**config.mk**
```make
export PLATFORM = sky130hd
export DESIGN_NAME = hashed_name_permit_list_unit
export DESIGN_NICKNAME = d
export VERILOG_FILES = /design/src/rtl/hnpl_pkg.sv /design/src/rtl/hnpl_seq.sv /design/src/rtl/hnpl_hash.sv /design/src/rtl/hnpl_table.sv /design/src/rtl/hashed_name_permit_list_unit.sv
export SDC_FILE = /design/constraint.sdc
export NUM_CORES = 2
export LEC_CHECK = 0
export ABC_AREA = 1
export ABC_CLOCK_PERIOD_IN_PS = 14300
export BUFFER_PORTS_ARGS = -buffer_cell sky130_fd_sc_hd__buf_2
export CAP_MARGIN = 20
export CORE_MARGIN = 4
export CORE_UTILIZATION = 60
export DETAILED_ROUTE_END_ITERATION = 6
export PLACE_DENSITY = 0.81
export SLEW_MARGIN = 20
export SYNTH_ARGS = -nofsm -noshare
export SYNTH_HDL_FRONTEND = slang
export SYNTH_SLANG_ARGS = --single-unit
```
**constraint.sdc**
```tcl
create_clock -name clk -period 14.3 [get_ports clk]
set_clock_uncertainty 0.05 [all_clocks]
set_input_delay 0.715 -clock clk [delete_from_list [all_inputs] [get_ports clk]]
set_output_delay 0.715 -clock clk [all_outputs]
set_load 0.02 [all_outputs]
```
**src/rtl/hnpl_pkg.sv**
```systemverilog
`timescale 1ns / 1ps
// ----------------------------------------------------------------------------
// Hashed name permit list package
// Shared constants, control word layout, microcode program and hash helpers.
// ----------------------------------------------------------------------------
package hnpl_pkg;

  localparam int TABLE_DEPTH = 16;
  localparam int IDX_W       = $clog2(TABLE_DEPTH);
  localparam int CNT_W       = $clog2(TABLE_DEPTH + 1);
  localparam int HASH_W      = 32;
  localparam int NUM_BUILTIN = 7;
  localparam int BI_W        = $clog2(NUM_BUILTIN);
  localparam int STR_BYTES   = 24;

  localparam logic [HASH_W-1:0] HASH_MUL = 32'h5bd1e995;

  localparam logic [1:0] CMD_CHECK  = 2'd0;
  localparam logic [1:0] CMD_ADD    = 2'd1;
  localparam logic [1:0] CMD_REMOVE = 2'd2;

  localparam logic [1:0] ST_OK   = 2'd0;
  localparam logic [1:0] ST_ZERO = 2'd1;
  localparam logic [1:0] ST_DUP  = 2'd2;
  localparam logic [1:0] ST_FULL = 2'd3;

  localparam int OP_W   = 4;
  localparam int SEQ_W  = 3;
  localparam int COND_W = 4;
  localparam int PC_W   = 4;

  typedef logic [OP_W-1:0] op_t;

  localparam op_t OP_NONE     = 4'd0;
  localparam op_t OP_BYTE_A   = 4'd1;
  localparam op_t OP_BYTE_B   = 4'd2;
  localparam op_t OP_FIN_A    = 4'd3;
  localparam op_t OP_FIN_B    = 4'd4;
  localparam op_t OP_READ     = 4'd5;
  localparam op_t OP_CHK_CMP  = 4'd6;
  localparam op_t OP_SET_ZERO = 4'd7;
  localparam op_t OP_ADD_CMP  = 4'd8;
  localparam op_t OP_REM_CMP  = 4'd9;
  localparam op_t OP_FILL     = 4'd10;

  localparam logic [SEQ_W-1:0] SEQ_NEXT           = 3'd0;
  localparam logic [SEQ_W-1:0] SEQ_JUMP           = 3'd1;
  localparam logic [SEQ_W-1:0] SEQ_END            = 3'd2;
  localparam logic [SEQ_W-1:0] SEQ_DONE           = 3'd3;
  localparam logic [SEQ_W-1:0] SEQ_DONE_ELSE_JUMP = 3'd4;

  localparam logic [COND_W-1:0] C_ALWAYS     = 4'd0;
  localparam logic [COND_W-1:0] C_BYTE_ZERO  = 4'd1;
  localparam logic [COND_W-1:0] C_NOT_LAST   = 4'd2;
  localparam logic [COND_W-1:0] C_CMD_CHECK  = 4'd3;
  localparam logic [COND_W-1:0] C_CMD_ADD    = 4'd4;
  localparam logic [COND_W-1:0] C_CMD_REMOVE = 4'd5;
  localparam logic [COND_W-1:0] C_HASH_ZERO  = 4'd6;
  localparam logic [COND_W-1:0] C_SCAN_STOP  = 4'd7;
  localparam logic [COND_W-1:0] C_I_NOT_LAST = 4'd8;
  localparam logic [COND_W-1:0] C_W_END      = 4'd9;

  localparam logic [PC_W-1:0] L_BYTE_A = 4'd0;
  localparam logic [PC_W-1:0] L_FIN_A  = 4'd2;
  localparam logic [PC_W-1:0] L_CHK    = 4'd7;
  localparam logic [PC_W-1:0] L_ADD    = 4'd9;
  localparam logic [PC_W-1:0] L_ADD_RD = 4'd10;
  localparam logic [PC_W-1:0] L_REM    = 4'd12;
  localparam logic [PC_W-1:0] L_FILL   = 4'd14;

  typedef struct packed {
    op_t               op;
    logic [SEQ_W-1:0]  seq;
    logic [COND_W-1:0] cond;
    logic [PC_W-1:0]   target;
  } cw_t;

  typedef struct packed {
    logic scan_stop;
    logic i_not_last;
    logic w_end;
  } tbl_flags_t;

  typedef struct packed {
    logic       byte_zero;
    logic       not_last;
    logic       cmd_check;
    logic       cmd_add;
    logic       cmd_remove;
    logic       hash_zero;
    tbl_flags_t tbl;
  } flags_t;

  function automatic cw_t ucode_rom(input logic [PC_W-1:0] a);
    cw_t w;
    unique case (a)
      4'd0:    w = '{op: OP_BYTE_A,   seq: SEQ_JUMP,           cond: C_BYTE_ZERO,  target: L_FIN_A};
      4'd1:    w = '{op: OP_BYTE_B,   seq: SEQ_END,            cond: C_NOT_LAST,   target: L_BYTE_A};
      4'd2:    w = '{op: OP_FIN_A,    seq: SEQ_NEXT,           cond: C_ALWAYS,     target: L_BYTE_A};
      4'd3:    w = '{op: OP_FIN_B,    seq: SEQ_JUMP,           cond: C_CMD_ADD,    target: L_ADD};
      4'd4:    w = '{op: OP_NONE,     seq: SEQ_JUMP,           cond: C_CMD_REMOVE, target: L_REM};
      4'd5:    w = '{op: OP_NONE,     seq: SEQ_JUMP,           cond: C_CMD_CHECK,  target: L_CHK};
      4'd6:    w = '{op: OP_NONE,     seq: SEQ_DONE,           cond: C_ALWAYS,     target: L_BYTE_A};
      4'd7:    w = '{op: OP_READ,     seq: SEQ_NEXT,           cond: C_ALWAYS,     target: L_BYTE_A};
      4'd8:    w = '{op: OP_CHK_CMP,  seq: SEQ_DONE_ELSE_JUMP, cond: C_SCAN_STOP,  target: L_CHK};
      4'd9:    w = '{op: OP_SET_ZERO, seq: SEQ_DONE,           cond: C_HASH_ZERO,  target: L_BYTE_A};
      4'd10:   w = '{op: OP_READ,     seq: SEQ_NEXT,           cond: C_ALWAYS,     target: L_BYTE_A};
      4'd11:   w = '{op: OP_ADD_CMP,  seq: SEQ_DONE_ELSE_JUMP, cond: C_SCAN_STOP,  target: L_ADD_RD};
      4'd12:   w = '{op: OP_READ,     seq: SEQ_NEXT,           cond: C_ALWAYS,     target: L_BYTE_A};
      4'd13:   w = '{op: OP_REM_CMP,  seq: SEQ_JUMP,           cond: C_I_NOT_LAST, target: L_REM};
      4'd14:   w = '{op: OP_FILL,     seq: SEQ_DONE_ELSE_JUMP, cond: C_W_END,      target: L_FILL};
      default: w = '{op: OP_NONE,     seq: SEQ_DONE,           cond: C_ALWAYS,     target: L_BYTE_A};
    endcase
    return w;
  endfunction

  function automatic logic [HASH_W-1:0] mul_m(input logic [HASH_W-1:0] a);
    logic [HASH_W-1:0] p;
    p = a * HASH_MUL;
    return p;
  endfunction

  function automatic logic [HASH_W-1:0] mix24(input logic [HASH_W-1:0] a);
    return a ^ (a >> 24);
  endfunction

  function automatic logic [HASH_W-1:0] mix13(input logic [HASH_W-1:0] a);
    return a ^ (a >> 13);
  endfunction

  function automatic logic [HASH_W-1:0] mix15(input logic [HASH_W-1:0] a);
    return a ^ (a >> 15);
  endfunction

  function automatic logic [HASH_W-1:0] fold_byte(input logic [HASH_W-1:0] h,
                                                  input logic [7:0] b);
    logic [HASH_W-1:0] v;
    v = mul_m({24'd0, b});
    v = mul_m(mix24(v));
    return mul_m(h) ^ v;
  endfunction

  // The text is right-justified in s, so its first character sits highest.
  function automatic logic [HASH_W-1:0] hash_string(input logic [8*STR_BYTES-1:0] s,
                                                    input int n);
    logic [HASH_W-1:0] h;
    h = '0;
    for (int k = 0; k < n; k++) begin
      h = fold_byte(h, s[8*(n-1-k) +: 8]);
    end
    return mix15(mul_m(mix13(h)));
  endfunction

  localparam logic [HASH_W-1:0] BUILTIN_HASH [NUM_BUILTIN] = '{
    hash_string({"PASE", "Session"}, 11),
    hash_string({"CASE", "Session"}, 11),
    hash_string("NetworkCommissioning", 20),
    hash_string("GeneralCommissioning", 20),
    hash_string("OperationalCredentials", 22),
    hash_string({"CASE", "Server"}, 10),
    hash_string("Fabric", 6)
  };

endpackage

```
**src/rtl/hnpl_seq.sv**
```systemverilog
`timescale 1ns / 1ps
// ----------------------------------------------------------------------------
// Hashed name permit list sequencer
// Step counter over the microcode ROM with conditional jumps and ends.
// ----------------------------------------------------------------------------
module hnpl_seq (
  input  logic            clk,
  input  logic            rst,
  input  logic            start,
  input  hnpl_pkg::flags_t flags,
  output logic            busy,
  output logic            done,
  output hnpl_pkg::op_t   op
);
  import hnpl_pkg::*;

  logic            run;
  logic            run_next;
  logic [PC_W-1:0] pc;
  logic [PC_W-1:0] pc_next;
  cw_t             cw;
  logic            cond_true;
  logic            ending;
  logic            emit;
  logic            accept;

  always_comb cw = ucode_rom(pc);

  always_comb begin
    unique case (cw.cond)
      C_ALWAYS:     cond_true = 1'b1;
      C_BYTE_ZERO:  cond_true = flags.byte_zero;
      C_NOT_LAST:   cond_true = flags.not_last;
      C_CMD_CHECK:  cond_true = flags.cmd_check;
      C_CMD_ADD:    cond_true = flags.cmd_add;
      C_CMD_REMOVE: cond_true = flags.cmd_remove;
      C_HASH_ZERO:  cond_true = flags.hash_zero;
      C_SCAN_STOP:  cond_true = flags.tbl.scan_stop;
      C_I_NOT_LAST: cond_true = flags.tbl.i_not_last;
      C_W_END:      cond_true = flags.tbl.w_end;
      default:      cond_true = 1'b0;
    endcase
  end

  always_comb begin
    ending  = 1'b0;
    emit    = 1'b0;
    pc_next = pc + 1'b1;
    unique case (cw.seq)
      SEQ_NEXT: begin
        pc_next = pc + 1'b1;
      end
      SEQ_JUMP: begin
        if (cond_true) begin
          pc_next = cw.target;
        end
      end
      SEQ_END: begin
        ending = cond_true;
      end
      SEQ_DONE: begin
        ending = cond_true;
        emit   = cond_true;
      end
      SEQ_DONE_ELSE_JUMP: begin
        ending = cond_true;
        emit   = cond_true;
        if (!cond_true) begin
          pc_next = cw.target;
        end
      end
      default: begin
        ending = 1'b1;
      end
    endcase
  end

  assign busy   = run && !ending;
  assign accept = start && !busy;
  assign op     = run ? cw.op : OP_NONE;

  always_comb begin
    if (accept) begin
      run_next = 1'b1;
    end else if (run && ending) begin
      run_next = 1'b0;
    end else begin
      run_next = run;
    end
  end

  always_ff @(posedge clk) begin
    if (rst) begin
      run  <= 1'b0;
      pc   <= '0;
      done <= 1'b0;
    end else begin
      run  <= run_next;
      done <= run && emit;
      if (accept) begin
        pc <= L_BYTE_A;
      end else if (run) begin
        pc <= pc_next;
      end
    end
  end

  a_accept_starts: assert property (@(posedge clk) disable iff (rst)
    (start && !busy) |=> (run && pc == L_BYTE_A))
    else $error("Accepted transfer did not restart the program.");

  a_done_from_run: assert property (@(posedge clk) disable iff (rst)
    done |-> $past(run))
    else $error("Result strobe without a running program.");

endmodule

```
**src/rtl/hnpl_hash.sv**
```systemverilog
`timescale 1ns / 1ps
// ----------------------------------------------------------------------------
// Hashed name permit list hash datapath
// Running bytewise hash and final mix on two constant multipliers.
// ----------------------------------------------------------------------------
module hnpl_hash (
  input  logic                          clk,
  input  logic                          rst,
  input  hnpl_pkg::op_t                 op,
  input  logic [7:0]                    name_byte,
  output logic [hnpl_pkg::HASH_W-1:0]   name_hash
);
  import hnpl_pkg::*;

  logic [HASH_W-1:0] h;
  logic [HASH_W-1:0] p;
  logic [HASH_W-1:0] t;
  logic [HASH_W-1:0] opnd;
  logic [HASH_W-1:0] prod_byte;
  logic [HASH_W-1:0] prod_main;

  always_comb begin
    unique case (op)
      OP_BYTE_B: opnd = mix24(t);
      OP_FIN_A:  opnd = mix13(h);
      default:   opnd = h;
    endcase
  end

  assign prod_byte = mul_m({24'd0, name_byte});
  assign prod_main = mul_m(opnd);

  always_ff @(posedge clk) begin
    if (rst) begin
      h <= '0;
    end else begin
      case (op)
        OP_BYTE_B: h <= p ^ prod_main;
        OP_FIN_B:  h <= '0;
        default:   h <= h;
      endcase
    end
  end

  always_ff @(posedge clk) begin
    case (op)
      OP_BYTE_A: begin
        t <= prod_byte;
        p <= prod_main;
      end
      OP_FIN_A: begin
        t <= prod_main;
      end
      OP_FIN_B: begin
        name_hash <= mix15(t);
      end
      default: begin
        t <= t;
      end
    endcase
  end

  a_byte_pair: assert property (@(posedge clk) disable iff (rst)
    (op == OP_BYTE_B) |-> ($past(op) == OP_BYTE_A))
    else $error("Second half of a byte step ran without the first half.");

endmodule

```
**src/rtl/hnpl_table.sv**
```systemverilog
`timescale 1ns / 1ps
// ----------------------------------------------------------------------------
// Hashed name permit list table
// Permit table memory with scan and write pointers, compare and result flags.
// ----------------------------------------------------------------------------
module hnpl_table (
  input  logic                        clk,
  input  logic                        rst,
  input  hnpl_pkg::op_t               op,
  input  logic [hnpl_pkg::HASH_W-1:0] name_hash,
  output logic                        permitted,
  output logic [1:0]                  status,
  output hnpl_pkg::tbl_flags_t        tflags
);
  import hnpl_pkg::*;

  logic [HASH_W-1:0]      mem [TABLE_DEPTH];
  logic [TABLE_DEPTH-1:0] valid;
  logic [IDX_W-1:0]       i;
  logic [CNT_W-1:0]       w;
  logic [HASH_W-1:0]      rd;
  logic                   we;
  logic [IDX_W-1:0]       wa;
  logic [HASH_W-1:0]      wd;
  logic                   i_last;
  logic                   w_end;

  function automatic logic [HASH_W-1:0] init_entry(input logic [IDX_W-1:0] a);
    if (int'(a) < NUM_BUILTIN) begin
      return BUILTIN_HASH[a[BI_W-1:0]];
    end
    return '0;
  endfunction

  assign i_last = (i == IDX_W'(TABLE_DEPTH - 1));
  assign w_end  = (w == CNT_W'(TABLE_DEPTH));

  assign tflags.scan_stop  = (rd == '0) || (rd == name_hash) || i_last;
  assign tflags.i_not_last = !i_last;
  assign tflags.w_end      = w_end;

  always_comb begin
    we = 1'b0;
    wa = i;
    wd = name_hash;
    case (op)
      OP_ADD_CMP: begin
        we = (rd == '0);
      end
      OP_REM_CMP: begin
        we = (rd != name_hash);
        wa = w[IDX_W-1:0];
        wd = rd;
      end
      OP_FILL: begin
        we = !w_end;
        wa = w[IDX_W-1:0];
        wd = '0;
      end
      default: begin
        we = 1'b0;
      end
    endcase
  end

  always_ff @(posedge clk) begin
    if (we) begin
      mem[wa] <= wd;
    end
    if (op == OP_READ) begin
      rd <= valid[i] ? mem[i] : init_entry(i);
    end
  end

  always_ff @(posedge clk) begin
    if (rst) begin
      valid <= '0;
    end else if (we) begin
      valid[wa] <= 1'b1;
    end
  end

  always_ff @(posedge clk) begin
    if (rst) begin
      i         <= '0;
      w         <= '0;
      permitted <= 1'b0;
      status    <= ST_OK;
    end else begin
      case (op)
        OP_FIN_B: begin
          i         <= '0;
          w         <= '0;
          permitted <= 1'b0;
          status    <= ST_OK;
        end
        OP_CHK_CMP: begin
          i <= i + 1'b1;
          if (rd != '0 && rd == name_hash) begin
            permitted <= 1'b1;
          end
        end
        OP_SET_ZERO: begin
          if (name_hash == '0) begin
            status <= ST_ZERO;
          end
        end
        OP_ADD_CMP: begin
          i <= i + 1'b1;
          if (rd == '0) begin
            status <= ST_OK;
          end else if (rd == name_hash) begin
            status <= ST_DUP;
          end else if (i_last) begin
            status <= ST_FULL;
          end
        end
        OP_REM_CMP: begin
          i <= i + 1'b1;
          if (rd != name_hash) begin
            w <= w + 1'b1;
          end
        end
        OP_FILL: begin
          if (!w_end) begin
            w <= w + 1'b1;
          end
        end
        default: begin
          i <= i;
        end
      endcase
    end
  end

  a_compact_behind: assert property (@(posedge clk) disable iff (rst)
    (op == OP_REM_CMP) |-> (w <= CNT_W'(i)))
    else $error("Compaction write pointer ran ahead of the scan.");

endmodule

```
**src/rtl/hashed_name_permit_list_unit.sv**
```systemverilog
`timescale 1ns / 1ps
// ----------------------------------------------------------------------------
// Hashed name permit list unit
// Hashes a name one byte per transfer and runs check, add or remove on the
// permit table when the name ends, under a microcoded sequencer.
// ----------------------------------------------------------------------------
// A byte that does not end the name keeps busy high for 1 cycle; the next byte
// is taken during the second of the two dependent multiply hash steps. A
// name-ending transfer finishes the hash (a zero byte skips the second step),
// then check or add scans to an empty slot, a match or the last entry (add
// ends on a zero hash), remove compacts and zero-fills, code 3 ends; done is
// registered. Results cannot be stalled. Reset restores the built-in table.
module hashed_name_permit_list_unit (
  input  logic                        clk,
  input  logic                        rst,
  input  logic                        start,
  output logic                        busy,
  input  logic [1:0]                  cmd,
  input  logic [7:0]                  name_byte,
  input  logic                        is_last,
  output logic                        done,
  output logic [hnpl_pkg::HASH_W-1:0] name_hash,
  output logic                        permitted,
  output logic [1:0]                  status
);
  import hnpl_pkg::*;

  logic       byte_q;
  logic [7:0] name_byte_q;
  logic [1:0] cmd_q;
  logic       is_last_q;
  op_t        op;
  flags_t     flags;
  tbl_flags_t tflags;

  assign byte_q = start && !busy;

  always_ff @(posedge clk) begin
    if (byte_q) begin
      name_byte_q <= name_byte;
      cmd_q       <= cmd;
      is_last_q   <= is_last;
    end
  end

  always_comb begin
    flags.byte_zero  = (name_byte_q == 8'd0);
    flags.not_last   = !is_last_q;
    flags.cmd_check  = (cmd_q == CMD_CHECK);
    flags.cmd_add    = (cmd_q == CMD_ADD);
    flags.cmd_remove = (cmd_q == CMD_REMOVE);
    flags.hash_zero  = (name_hash == '0);
    flags.tbl        = tflags;
  end

  hnpl_seq u_seq (
    .clk   (clk),
    .rst   (rst),
    .start (start),
    .flags (flags),
    .busy  (busy),
    .done  (done),
    .op    (op)
  );

  hnpl_hash u_hash (
    .clk       (clk),
    .rst       (rst),
    .op        (op),
    .name_byte (name_byte_q),
    .name_hash (name_hash)
  );

  hnpl_table u_table (
    .clk       (clk),
    .rst       (rst),
    .op        (op),
    .name_hash (name_hash),
    .permitted (permitted),
    .status    (status),
    .tflags    (tflags)
  );

endmodule
```
==> run_results.csv <==
group,metric,value,unit
setup_path,critical-path-top-cell-by-count,"sky130_fd_sc_hd__fa_1",
setup_path,r2r_slack,5.10,ns
clock_network,path_clk_slew,0.07,ns
place,numPlacedInstances,5139,
power,total_power,6.56,mW
global_routing,grt_start_max_net_pins,107,
yosys,synth-edff-count,651,
floorplanning,num_io_pins,51,
timing,finalSetupViolCount,0,
drt,drt_pass1_iterations,7,
cells_and_area,fin_cells,5273,
run_status,violations,"DRC",
global_routing,globalRouteMet1Util,0.448,
setup_path,critPathMaxFanout,46,
floorplanning,core_region_area,71900,µm²
place,place.port_buffers,50,
clock_network,cts_resized,0,
drt,drc,3,
floorplanning,placementRows,98,
timing,period_minus_slack,9.20,ns
clock_network,clock_path_buffers,3,
setup_path,crit_slowest_cell,"sky130_fd_sc_hd__o221ai_1",
timing,fmax,109,MHz
global_routing,globalRouteMet3Util,0.0737,
floorplanning,start_util,0.608,
global_routing,busiest_layer,"met2",
cells_and_area,post-route-util,0.663,
setup_path,worstPathRequired,14.80,ns
yosys,yosys_register_bits,736,
clock_network,cts_hold_buffers,0,
clock_network,cts_setup_buffers,0,
clock_network,cts_buffer_count,73,
cells_and_area,syn2layout_area_growth,8.91,%
yosys,synth_area,43700,µm²
run,maxCapViolations,0,
yosys,synth-main-ff-cell,"sky130_fd_sc_hd__edfxtp_1",
setup_path,critical_path_class,"reg -> reg",
drt,drt-initial-drc-count,4447,
yosys,postSynthNetCount,4788,
timing,timing_worst_slew_pin_value,1.11,ns
cells_and_area,post_route_cells_drive_above_1_share,0.0810,
clock_network,tritoncts_clock_tree,"built",
yosys,netlist.area_leader.share,0.447,
yosys,synth_top_area_cell,"sky130_fd_sc_hd__edfxtp_1",
drt,drt.antenna.violating_nets,0,
cells_and_area,finalNetCount,4818,
clock_network,clkLatencyLatePin,0.64,ns
yosys,yosysWarningCount,0,
clock_network,number_of_h_tree_levels,3,
drt,detailroute.via_count,32180,
place,detailedPlacementHpwl,83200,µm
clock_network,root_buffer,"sky130_fd_sc_hd__clkbuf_16",
yosys,yosys.cell_count.top_type,"sky130_fd_sc_hd__edfxtp_1",
run_status,run_status,"finished, violations left",
setup_path,worst_ep_arrival_time,9.70,ns
drt,finalWirelength,123000,µm
min_path,holdCritPathClass,"in -> reg",
drt,drt-vias-per-instance,6.10,
floorplanning,die-height,278,µm
global_routing,met2_usage,0.474,
global_routing,number_of_global_route_vias_before_repair,31247,
timing,unrepaired_setup_endpoints_after_global_routing,"false",
yosys,share_of_synthesized_registers_carrying_an_async_set_or_reset,0,
yosys,mean_cell_area_of_the_mapped_netlist,10.3,µm²
timing,final_layout_setup_total_negative_slack,0,ns
floorplanning,chipWidth,278,µm
global_routing,grtUsageTotal,0.314,
setup_path,worst_setup_path_start_kind,"flop",
clock_network,cts_sinks,736,
yosys,synth_top_cells_by_area,"sky130_fd_sc_hd__edfxtp_1 (45%), sky130_fd_sc_hd__fa_1 (11%), sky130_fd_sc_hd__ha_1 (8.8%)",
timing,timing.final.max_slew_violations,0,
yosys,synthCells,4236,
timing,final_worst_setup_slack,5.10,ns
floorplanning,die_area,77200,µm²
power,power.leakage,20.3,nW
yosys,netlist-cell-type-count,59,
timing,timing.final.hold_violations,0,
timing,layout_worst_path_cycle_share,0.643,
timing,worst_slew_margin_rel,0.257,
place,gp_routability_congestion,0.970,
cells_and_area,fillers,5376,
yosys,synth.cells.most_frequent,"sky130_fd_sc_hd__edfxtp_1 (651), sky130_fd_sc_hd__inv_1 (632), sky130_fd_sc_hd__nand2_1 (527), sky130_fd_sc_hd__nor2_1 (446), sky130_fd_sc_hd__o21ai_0 (421)",
global_routing,grt_remaining_overflow,0,
place,dpl_worst_slack,5.40,ns
setup_path,worst_path_largest_cell_delay,0.93,ns
yosys,synth-seq-area-share,0.486,
power,ir_worst_vdd,0.000186,V
power,pwr_dens,138,nW/µm²
setup_path,worstSetupEndpointType,"flop",
global_routing,grt_antenna_before_repair,2,
global_routing,first_pass_grt_wire_length,186000,µm
drt,detail_route.wl_per_cell,23.2,µm
cell families (layout without fill, tap and decap cells):
group | after synthesis | after routing | synth area share
AO/OA/AOI/OAI | 828 | 828 | 0.109
XOR/XNOR | 111 | 111 | 0.0222
adder cells (fa/ha/maj) | 538 | 538 | 0.194
buffers and inverters | 797 | 883 | 0.0700
flip-flops | 736 | 736 | 0.486
other | 0 | 1 | 0
AND/OR/NAND/NOR | 1226 | 1226 | 0.119
final cells by class:
cell class,instances,area [µm²],area share
antenna,1,2.50,0.0000526
inverter,645,2430,0.0510
clock buffer,92,1930,0.0405
tap,950,1190,0.0250
timing repair buffer,107,696,0.0146
sequential,736,21300,0.446
multi-input combinational,2703,19600,0.412
clock inverter,39,470,0.00988
worst max-delay path: cells and delay by family, from the launching register on:
kind	cells	cell delay (ns)
compound gates	2	1.08
xor+xnor	1	0.39
fa+ha+maj	9	3.95
buf+inv	7	1.39
flops	1	0.55
simple gates	11	1.69
flip-flops by register name, summed over array words and instances (netlist names), 2 cells and up, named ones only:
register / cells
u_table.rd: 32
u_table.i: 4
u_hash.p: 32
u_table.w: 5
u_table.mem: 512
u_hash.t: 32
u_table.status: 2
u_hash.h: 32
cmd_q: 2
u_table.valid: 16
u_hash.name_hash: 32
u_seq.cw: 15
u_seq.pc: 4
name_byte_q: 8
report_power, final:
part           internal (mW)  switching (mW)  total [mW]
sequential              2.50           0.124        2.62
combinational          0.702            1.30        2.00
clock                   1.10           0.841        1.94
per-stage QoR:
| stage | cell area (µm²) | hold WS (ns) |
|---|---|---|
| 6_report | 47600 | 0.205 |
| 3_5_place_dp | 45100 | 0.403 |
| 4_1_cts | 47500 | 0.177 |
| 2_1_floorplan | 43700 | 0.383 |
| 5_1_grt | 47600 | 0.186 |
| 3_3_place_gp | 45100 | 0.395 |
routing by layer:
layer | up-vias | wire, µm
li1 | 14402 | -
met1 | 15386 | 48000
met2 | 2030 | 53600
met3 | 358 | 15200
met4 | 4 | 5770
met5 | - | 27
cell usage in the layout, fill, tap and decap left out, drive strengths merged, types with 3 or more instances in the layout:
| cell | n |
|---|---|
| edfxtp | 651 |
| inv | 647 |
| nand2 | 550 |
| nor2 | 454 |
| o21ai | 435 |
| ha | 307 |
| fa | 231 |
| a21oi | 150 |
| nand3 | 125 |
| buf | 106 |
| o22ai | 102 |
| clkbuf | 93 |
| dfxtp | 85 |
| xor2 | 65 |
| o221ai | 61 |
| xnor2 | 46 |
| nand4 | 38 |
| or2 | 30 |
| clkinv | 25 |
| nor3 | 14 |
| a21o | 12 |
| a31oi | 11 |
| o31ai | 10 |
| o211ai | 9 |
| bufinv | 7 |
| o21bai | 7 |
| a211oi | 6 |
| nand3b | 5 |
| a21boi | 5 |
| o221a | 5 |
| clkinvlp | 5 |
| o21a | 4 |
| and3 | 4 |
| a32o | 3 |
| nor4 | 3 |
| nor3b | 3 |
final timing paths:
check | start | endpoint | cells past startpoint
setup / recovery | u_seq.run | u_hash.h[25] | 30
hold / removal | cmd[0] | cmd_q[0] | 1
setup reg to reg | u_seq.run | u_hash.h[25] | 30
hold reg to reg | u_table.valid[6] | u_table.valid[6] | 2
(Power assumes the default switching activity.)
